### config.mk
export PLATFORM = sky130hd
export DESIGN_NAME = fra_cell
export DESIGN_NICKNAME = d
export VERILOG_FILES = /design/src/rtl/fra_pkg.sv /design/src/rtl/fra_cell.sv
export SDC_FILE = /design/constraint.sdc
export NUM_CORES = 1
export LEC_CHECK = 0
export ABC_AREA = 1
export BUFFER_PORTS_ARGS = -buffer_cell sky130_fd_sc_hd__buf_2
export CORE_AREA = 3 3 89 91
export DETAILED_ROUTE_END_ITERATION = 6
export DIE_AREA = 0 0 92 94
export PLACE_DENSITY = 0.8
export SYNTH_ARGS = -nofsm -noshare
export SYNTH_HDL_FRONTEND = slang
export SYNTH_SLANG_ARGS = --single-unit
### constraint.sdc
create_clock -name aclk -period 0.95 [get_ports aclk]
set_clock_uncertainty 0.05 [all_clocks]
set_input_delay 0.095 -clock aclk [delete_from_list [all_inputs] [get_ports aclk]]
set_output_delay 0.095 -clock aclk [all_outputs]
set_load 0.05 [all_outputs]
### src/rtl/fra_pkg.sv
// ----------------------------------------------------------------------------
// fra_pkg
// Shared types and constants for the FIR rectify moving-average unit.
// ----------------------------------------------------------------------------
package fra_pkg;

    localparam int SAMPLE_W = 16;
    localparam int STAMP_W  = 32;
    localparam int ACC_W    = 32;
    localparam int ENV_W    = 15;
    localparam int TAPIDX_W = 5;

    localparam logic MODE_SAMPLE = 1'b0;
    localparam logic MODE_COEF   = 1'b1;

    typedef struct packed {
        logic                       shift;
        logic                       rotate;
        logic                       load;
        logic [TAPIDX_W-1:0]        tap_index;
        logic signed [SAMPLE_W-1:0] tap_value;
    } cell_ctl_t;

    typedef struct packed {
        logic             busy;
        logic [ENV_W-1:0] average;
    } avg_status_t;

endpackage

### src/rtl/fra_cell.sv
// ----------------------------------------------------------------------------
// fra_cell
// One filter tap: holds a sample, its stamp and the tap coefficient.
// ----------------------------------------------------------------------------
module fra_cell #(
    parameter int INDEX = 0
) (
    input  logic                                aclk,
    input  logic                                aresetn,
    input  fra_pkg::cell_ctl_t                  ctl,
    input  logic signed [fra_pkg::SAMPLE_W-1:0] prev_sample,
    input  logic [fra_pkg::STAMP_W-1:0]         prev_stamp,
    input  logic signed [fra_pkg::SAMPLE_W-1:0] next_sample,
    input  logic signed [fra_pkg::SAMPLE_W-1:0] next_coef,
    output logic signed [fra_pkg::SAMPLE_W-1:0] sample,
    output logic signed [fra_pkg::SAMPLE_W-1:0] coef,
    output logic [fra_pkg::STAMP_W-1:0]         stamp
);
    import fra_pkg::*;

    logic signed [SAMPLE_W-1:0] sample_reg;
    logic signed [SAMPLE_W-1:0] coef_reg;
    logic [STAMP_W-1:0]         stamp_reg;

    always_ff @(posedge aclk) begin
        if (!aresetn) begin
            sample_reg <= '0;
            coef_reg   <= '0;
            stamp_reg  <= '0;
        end else begin
            if (ctl.shift) begin
                sample_reg <= prev_sample;
                stamp_reg  <= prev_stamp;
            end else if (ctl.rotate) begin
                sample_reg <= next_sample;
                coef_reg   <= next_coef;
            end
            if (ctl.load && (int'(ctl.tap_index) == INDEX)) begin
                coef_reg <= ctl.tap_value;
            end
        end
    end

    assign sample = sample_reg;
    assign coef   = coef_reg;
    assign stamp  = stamp_reg;

endmodule

==> impl_metrics.yaml <==
status:
  outcome: "complete, but fails checks"
  failed_checks: "negative setup slack"
setup_path:
  critPathLaunchType: "register"
  cp.depth: 1
  crit_fanout: 2
  critical_path_buf_inv_count: 1
  r2r_start: "sample[5]"
  r2r_slack_ns: 0.01
  critPathMaxStageDelay_ns: 0.38
  path_delay_family: "flip-flops"
  r2r-end: "sample[5]"
  worstSetupEndpointType: "output pin"
  crit_start: "stamp[11]"
  endpoint: "stamp[11]"
  cp_data_required_time_ns: 0.81
  worstPathCellList: "buf_8"
  cpMaxStageDelayCell: "dfxtp_2"
  r2r_cells: 5
  worstSetupPathType: "reg -> out"
  crit_arrival_ns: 0.89
synth:
  synth_most_common_cell: "nand2_1"
  synth_fp_nets: 509
  synth_cell_type_count: 17
  syn_area_um2: 2770
  synthTopCellsByCount: "nand2_1 (112), dfxtp_1 (64), nor2_1 (64), inv_1 (34)"
  avgSynthCellArea_um2: 6.86
  ys_seq_area_frac: 0.463
  syn-instance-count: 403
  synth_area_leaders: "dfxtp_1 (46%), nand2_1 (15%), nor2_1 (8.7%)"
  synth-seq-cells: 64
  synth_largest_area_cell: "dfxtp_1"
  synth.top_cell.area_share: 0.463
  ys.flop_type: "dfxtp_1"
  yosys_warnings: 0
  async_flop_share: 0
  synth_edf_count: 0
pwr:
  p_int_mw: 5.40
  clkPwrFrac: 0.336
  peakVddDrop_uv: 1140
  power_frac_seq: 0.384
  power.leakage_nw: 2.74
  power_switching_mw: 2.56
  p_per_area_nw_per_um2: 1480
  p_sw_frac: 0.322
  p_comb_frac: 0.280
place:
  port_buffers: 169
  place.gp.congestion: 0.772
  dpl.hpwl_mm: 6.32
  place_area_um2: 3860
  place_ws_ns: -0.0943
cts:
  clk_root_buffer_cell: "clkbuf_8"
  tritoncts: "built"
  htree_levels: 3
  cts_sinks: 64
  clk_latency_ns: 0.32
  cts_buffers: 9
  clk_pin_slew_ns: 0.09
  cts_max_path_buffers: 2
hold_path:
  hold_path_startpoint: "next_sample[10]"
  hold_depth: 5
  hold_path_class: "in -> reg"
die:
  dieArea_um2: 8650
  die_h_um: 94
  coreArea_um2: 7210
  rows: 31
  die_w_um: 92
  start_util: 0.383
  top_level_ports: 170
sta:
  rsz0062_at_grt: "true"
  worst-slew-pin-transition_ns: 0.519
  worst_slack_ns: -0.0808
  whs_ns: 0.0114
  min_period_over_period: 1.09
  period_needed_ns: 1.03
  relSlewSlack: 0.653
  hold_viol_final: 0
  clock.fmax_mhz: 970
  finalMaxSlewViolations: 0
  finalSetupViolCount: 64
global_route:
  antenna_found_initial: 0
  track_usage: 0.264
  grt_max_degree: 49
  grt_pass1_vias: 3803
  grt_overflow: 0
  grt_pass1_wl_mm: 18.2
final_layout:
  largest_reg_flops: 32
  fin_nets: 751
  drive_above_1_share: 0.449
  finish.utilization: 0.747
  antenna_cells: 0
  area_growth_pct: 95.0
  postLayoutCellArea_um2: 5390
routing:
  dr.first_iter.drc_count: 195
  drt_wl_total_mm: 12.1
  routedWlPerCell_um: 16.1
  remaining_drc_errors: 0
  ant_nets: 0
  first_pass_iters: 5
  vias: 3771
  vias_per_cell: 5.03
run:
  cap_violations: 0
worst min path at each step:
stage / to / slack, ns
after global routing: sample[4] / 0.01
after floorplan: stamp[31] / 0.18
after CTS: sample[10] / 0.0001
after global placement: stamp[16] / 0.27
final: sample[10] / 0.01
after detailed placement: stamp[29] / 0.27
area by class of cell:
class / count / area (µm²)
Timing Repair Buffer: 256 / 2310
Fill cell: 468 / 1820
Sequential cell: 64 / 1360
Multi-Input combinational cell: 278 / 1230
Inverter: 36 / 135
Clock buffer: 9 / 124
Tap cell: 99 / 124
Clock inverter: 7 / 104
power groups by stage:
stage,clock (mW),combinational [mW],sequential [mW]
floorplan,0,0.420,3.62
global placement,0,1.56,3.01
detailed placement,0,1.59,3.01
CTS,2.69,2.05,3.04
global route,2.84,2.34,3.07
finish,2.67,2.23,3.06
layer usage:
| metal | GRT usage | routed length, µm |
|---|---|---|
| met2 | 0.468 | 6140 |
| met3 | 0.0954 | 1120 |
| met5 | 0 | 0 |
| met1 | 0.275 | 4280 |
| met4 | 0.136 | 537 |
through the flow:
step,cells,setup TNS (ns),total power [mW]
finish,749,-1.86,7.96
global route,749,-3.89,8.26
CTS,736,-2.50,7.78
detailed placement,665,-1.57,4.60
global placement,665,-0.758,4.57
floorplan,403,0,4.04
kinds of logic after synthesis:
kind of cell	after synthesis	share of synthesized area
DFF	64	0.463
buffers and inverters	61	0.0955
AOI/OAI and AO/OA	48	0.0869
and+or+nand+nor	230	0.354
placed cells by master, fill, tap and decap left out:
cell and instances:
a21oi_1 16, buf_12 5, buf_2 105, buf_4 30
buf_6 5, buf_8 59, bufinv_16 2, clkbuf_8 9
clkinv_4 4, dfxtp_2 64, dlygate4sd3_1 52, inv_1 34
inv_2 2, inv_6 1, nand2_1 112, nand2_2 1
nand3_1 32, nand3_4 1, nand4_1 16, nor2_1 64
nor2_4 4, o21ai_0 31, o21ai_1 1
timing repair:
| item | CTS | global route |
|---|---|---|
| resized for setup | 201 | 18 |
| setup buffers | 3 | 13 |
| endpoints found under the hold margin | 44 | 0 |
| setup endpoints to repair | 64 | 64 |
| hold buffers | 52 | 0 |
Note: power is estimated with default switching activity, not from simulation.
