==> src/rtl/fra_pkg.sv <==
// ----------------------------------------------------------------------------
// fra_pkg
// Shared types and constants for the FIR rectify moving-average unit.
// ----------------------------------------------------------------------------
package fra_pkg;

    localparam int SAMPLE_W = 16;
    localparam int STAMP_W  = 32;
    localparam int ACC_W    = 32;
    localparam int ENV_W    = 15;
    localparam int TAPIDX_W = 5;

    localparam logic MODE_SAMPLE = 1'b0;
    localparam logic MODE_COEF   = 1'b1;

    typedef struct packed {
        logic                       shift;
        logic                       rotate;
        logic                       load;
        logic [TAPIDX_W-1:0]        tap_index;
        logic signed [SAMPLE_W-1:0] tap_value;
    } cell_ctl_t;

    typedef struct packed {
        logic             busy;
        logic [ENV_W-1:0] average;
    } avg_status_t;

endpackage

==> src/rtl/fra_avg.sv <==
// ----------------------------------------------------------------------------
// fra_avg
// Running-sum window average: a bit-serial restoring divider by the fill count
// while the window fills, a reciprocal multiply by the window size once full.
// ----------------------------------------------------------------------------
module fra_avg #(
    parameter int AVG_WINDOW = 49
) (
    input  logic                        aclk,
    input  logic                        aresetn,
    input  logic                        start,
    input  logic [fra_pkg::ENV_W-1:0]   value,
    output fra_pkg::avg_status_t        status
);
    import fra_pkg::*;

    localparam int FW  = $clog2(AVG_WINDOW + 1);
    localparam int PW  = (AVG_WINDOW > 1) ? $clog2(AVG_WINDOW) : 1;
    localparam int TW  = ENV_W + FW;
    localparam int DCW = $clog2(TW + 1);
    localparam int RS  = TW + PW;
    localparam longint RECIP_L = ((longint'(1) << RS) + longint'(AVG_WINDOW) - longint'(1))
                                 / longint'(AVG_WINDOW);
    localparam logic [RS:0] RECIP = (RS+1)'(RECIP_L);

    typedef enum logic [2:0] {A_IDLE, A_READ, A_UPDATE, A_SCALE, A_DIV} astate_t;

    astate_t           state_reg;
    logic [ENV_W-1:0]  window_mem [AVG_WINDOW];
    logic [ENV_W-1:0]  old_reg;
    logic [ENV_W-1:0]  value_reg;
    logic [PW-1:0]     wptr_reg;
    logic [FW-1:0]     fill_reg;
    logic [TW-1:0]     total_reg;
    logic [FW-1:0]     div_reg;
    logic [TW-1:0]     quo_reg;
    logic [FW:0]       rem_reg;
    logic [DCW-1:0]    dcnt_reg;
    logic [FW:0]       rem_shift;
    logic [TW+RS:0]    scale_prod;

    assign rem_shift  = {rem_reg[FW-1:0], quo_reg[TW-1]};
    assign scale_prod = total_reg * RECIP;

    always_ff @(posedge aclk) begin
        if (state_reg == A_IDLE && start && fill_reg == FW'(AVG_WINDOW)) begin
            old_reg <= window_mem[wptr_reg];
        end
        if (state_reg == A_IDLE && start && fill_reg != FW'(AVG_WINDOW)) begin
            window_mem[fill_reg[PW-1:0]] <= value;
        end else if (state_reg == A_UPDATE) begin
            window_mem[wptr_reg] <= value_reg;
        end
    end

    always_ff @(posedge aclk) begin
        if (!aresetn) begin
            state_reg <= A_IDLE;
            wptr_reg  <= '0;
            fill_reg  <= '0;
            total_reg <= '0;
            dcnt_reg  <= '0;
        end else begin
            case (state_reg)
                A_IDLE: begin
                    if (start) begin
                        value_reg <= value;
                        if (fill_reg != FW'(AVG_WINDOW)) begin
                            total_reg <= total_reg + TW'(value);
                            fill_reg  <= fill_reg + 1'b1;
                            div_reg   <= fill_reg + 1'b1;
                            quo_reg   <= total_reg + TW'(value);
                            rem_reg   <= '0;
                            dcnt_reg  <= '0;
                            state_reg <= A_DIV;
                        end else begin
                            state_reg <= A_READ;
                        end
                    end
                end
                A_READ: begin
                    state_reg <= A_UPDATE;
                end
                A_UPDATE: begin
                    total_reg <= total_reg + TW'(value_reg) - TW'(old_reg);
                    if (wptr_reg == PW'(AVG_WINDOW - 1)) begin
                        wptr_reg <= '0;
                    end else begin
                        wptr_reg <= wptr_reg + 1'b1;
                    end
                    state_reg <= A_SCALE;
                end
                A_SCALE: begin
                    quo_reg   <= scale_prod[RS+TW-1:RS];
                    state_reg <= A_IDLE;
                end
                A_DIV: begin
                    if (rem_shift >= {1'b0, div_reg}) begin
                        rem_reg <= rem_shift - {1'b0, div_reg};
                        quo_reg <= {quo_reg[TW-2:0], 1'b1};
                    end else begin
                        rem_reg <= rem_shift;
                        quo_reg <= {quo_reg[TW-2:0], 1'b0};
                    end
                    dcnt_reg <= dcnt_reg + 1'b1;
                    if (dcnt_reg == DCW'(TW - 1)) begin
                        state_reg <= A_IDLE;
                    end
                end
                default: state_reg <= A_IDLE;
            endcase
        end
    end

    assign status.busy    = (state_reg != A_IDLE);
    assign status.average = quo_reg[ENV_W-1:0];

endmodule

==> config.mk <==
export PLATFORM = sky130hd
export DESIGN_NAME = fra_avg
export DESIGN_NICKNAME = d
export VERILOG_FILES = /design/src/rtl/fra_pkg.sv /design/src/rtl/fra_avg.sv
export SDC_FILE = /design/constraint.sdc
export NUM_CORES = 2
export LEC_CHECK = 0
export BUFFER_PORTS_ARGS = -buffer_cell sky130_fd_sc_hd__buf_2
export CORE_MARGIN = 10
export CORE_UTILIZATION = 50
export CTS_CLUSTER_DIAMETER = 40
export DETAILED_ROUTE_END_ITERATION = 8
export MAX_ROUTING_LAYER = met4
export PLACE_DENSITY = 0.66
export SYNTH_ARGS = -nofsm -noshare
export SYNTH_HDL_FRONTEND = slang
export SYNTH_SLANG_ARGS = --single-unit
==> constraint.sdc <==
create_clock -name aclk -period 5.43 [get_ports aclk]
set_input_delay 1.3575 -clock aclk [delete_from_list [all_inputs] [get_ports aclk]]
set_output_delay 1.3575 -clock aclk [all_outputs]
set_load 0.05 [all_outputs]
==> reports/metrics.csv <==
metric,value,unit
status,"finished, violations left",
failing checks,negative setup slack,
Iter 0 DRT Violations,2129,
CTS tree,yes,
Synth top area share,56.5,%
Synth Cell Area,0.0424,sq mm
fraction of synthesized area in multiplexers,12.9,%
Setup crit start,total_reg[3],
full die area,0.0968,sq mm
area grow syn2layout,17.1,%
Synth Area in XOR/XNOR,1.45,%
Clock Sinks,839,
Compound-Gate Fraction of Synth Area,4.10,%
DRC violations left,0,
Largest register FFs,735,
drt pass-1 iters,7,
All-Layer GR Usage,21.9,%
crit path DAT,6.03,ns
Placement Cell Area,0.0452,sq mm
layout cell share with drive strength beyond 1,27.6,%
Core Rows,106,
WP data required,5.82,ns
simple-gate share of the synthesized area,3.28,%
clk_lat worst skew,0.68,ns
hold_buf cts,0,
post-route cell area,0.0496,sq mm
fin. max-slew vios,0,
Fin. Hold Viols,0,
Hold Crit Class,flip-flop to flip-flop,
num ports,34,
Max Freq,177,MHz
H-Tree Depth,3,
Die W,311,um
Max Cap Violations,0,
fill count,6223,
clk buf depth,3,
Vias,23674,
top-count cell post-synth,edfxtp_1,
CP endpoint kind,flip-flop,
total core area,0.0838,sq mm
crit path kind,flip-flop to flip-flop,
"Seq/Total Area, Yosys",58.5,%
most frequent cells after synthesis,"edfxtp_1 (798), ha_1 (278), inv_1 (276), mux4_2 (240), fa_1 (170)",
Worst Slack Setup Final,-0.213,ns
routed wl met2,49100,um
"EDFF count, synth",798,
grt ovf,0,
Routed WL,102000,um
fin util,59.2,%
first-pass GRT wire length,157000,um
Final setup viols,8,
Mean Syn Cell Area,16.5,sq um
unrepaired setup endpoints after global routing,yes,
top post-synthesis cells by area,"edfxtp_1 (57%), mux4_2 (13%), ha_1 (8.2%), fa_1 (8.0%), inv_1 (2.4%)",
Clock Pin Slew Worst Setup and Hold Paths,0.06,ns
Tightest Pin Transition,1.40,ns
total power divided by cell area,393,mW/mm^2
Worst Skew,0.0464,ns
Final ANT Viol Nets,0,
Peak VDD IR,433,uV
layout net count,3273,
critical path startpoint category,flip-flop,
gate count of the mapped netlist,2565,
initial antenna violation count,4,
CTS Buf Count,100,
wire length on met3,7140,um
largest family of logic cells by synthesized area,adder cells,
Avg WL per Cell,25.4,um
clock period minus worst slack,5.64,ns
Synth warnings,0,
Setup TNS Final,-0.839,ns
Synth cell types,63,
number of global-route vias before repair,24928,
leakage,0.0184,uW
Top Layer Used,met4,
M1 WL,43900,um
Via density,5.88,
worst slack at placement,-0.413,ns
chip height,311,um
worst rel slew slack,6.54,%
largest net degree at the start of global routing,71,
GPL Wtd Cong,0.892,
Initial Utilization,50.6,%
Synth Area in Adders,16.2,%
#FFs+latches synth,839,
DP Wirelength,69000,um
number of port buffers,33,
Final period util,104,%
Critical Path Fanout Max,3,
Synth area leader,edfxtp_1,
hold_sp,dcnt_reg[0],
FF-to-FF Start,total_reg[3],
Post-synth top flop,edfxtp_1,
root buffer cell,clkbuf_16,
Synth async-reset ratio,0,%
syn nets,3031,
-- cells by family after synthesis --
| logic type | after synthesis |
|---|---|
| simple gates | 312 |
| mux | 247 |
| flops | 839 |
| buf+inv | 380 |
| fa+ha+maj | 448 |
| compound gates | 269 |
| xor+xnor | 70 |
-- final timing paths --
kind / to / slack [ns] / cells after the start
max: quo_reg[9] / -0.21 / 19
min: dcnt_reg[0] / 0.55 / 1
max reg2reg: quo_reg[9] / -0.21 / 19
min reg2reg: dcnt_reg[0] / 0.55 / 1
-- layout make-up --
class / instances / area (sq um) / share of cell area, %
Timing Repair Buffer: 243 / 1900 / 3.82
Clock buffer: 112 / 2590 / 5.22
Sequential cell: 839 / 24900 / 50.1
Antenna cell: 1 / 2.50 / 0.00504
Clock inverter: 74 / 774 / 1.56
Tap cell: 1134 / 1420 / 2.86
Multi-Input combinational cell: 1346 / 17000 / 34.3
Inverter: 277 / 1050 / 2.11
-- through the flow --
stage                     hold WS, ns  instances  total power, uW
after global routing            0.561       4026            20600
after floorplan                 0.479       2565            10100
after CTS                       0.548       4015            19200
after detailed placement        0.528       3819            11500
final                           0.551       4026            19500
after global placement          0.495       3819            11400
-- worst max-delay path: stages (launching register included) --
cell and delay [ns]:
dfxtp_4 0.37, ha_4 0.26, inv_2 0.03, fa_1 0.52
inv_2 0.06, fa_1 0.50, fa_1 0.58, fa_1 0.43
fa_1 0.50, ha_4 0.30, ha_4 0.19, buf_4 0.14
o21ai_2 0.06, o22ai_2 0.10, o211ai_1 0.21, nand4_1 0.26
and2_4 0.27, a221oi_4 0.29, xor2_1 0.20, o21ai_1 0.07
-- report_power, final --
part / switching [uW] / leakage [uW] / internal, uW / total [uW]
Sequential: 61.0 / 0.00755 / 7170 / 7230
Clock: 2810 / 0.00160 / 3810 / 6620
Combinational: 2940 / 0.00921 / 2720 / 5660
-- routing by layer --
metal | vias to the layer above | GRT usage [%]
li1 | 10273 | -
met1 | 12392 | 30.1
met2 | 860 | 34.2
met3 | 149 | 3.51
met4 | 0 | 5.16
met5 | - | -
-- layout by cell type, fill, tap and decap left out, types with 13 or more instances in the layout --
cell / instances
a211oi_1: 18
a21o_1: 19
a21oi_1: 52
a22oi_1: 14
buf_2: 33
buf_4: 188
buf_6: 13
clkbuf_16: 102
clkinv_2: 13
clkinvlp_4: 16
dfxtp_1: 17
dfxtp_4: 19
edfxtp_1: 798
fa_1: 156
fa_2: 14
ha_1: 238
ha_4: 37
inv_1: 267
mux4_2: 240
nand2_1: 95
nand4_1: 16
nor2_1: 121
o21ai_0: 27
o21ai_1: 24
o21ai_4: 14
xnor2_1: 35
xor2_1: 32
-- what timing repair did --
item,in CTS,in global routing
hold endpoints to repair,0,0
pin swaps,69,42
buffers inserted,11,12
resized for setup,110,51
endpoints found under the setup margin,15,15
No activity file was read; power rests on OpenSTA's default activity.
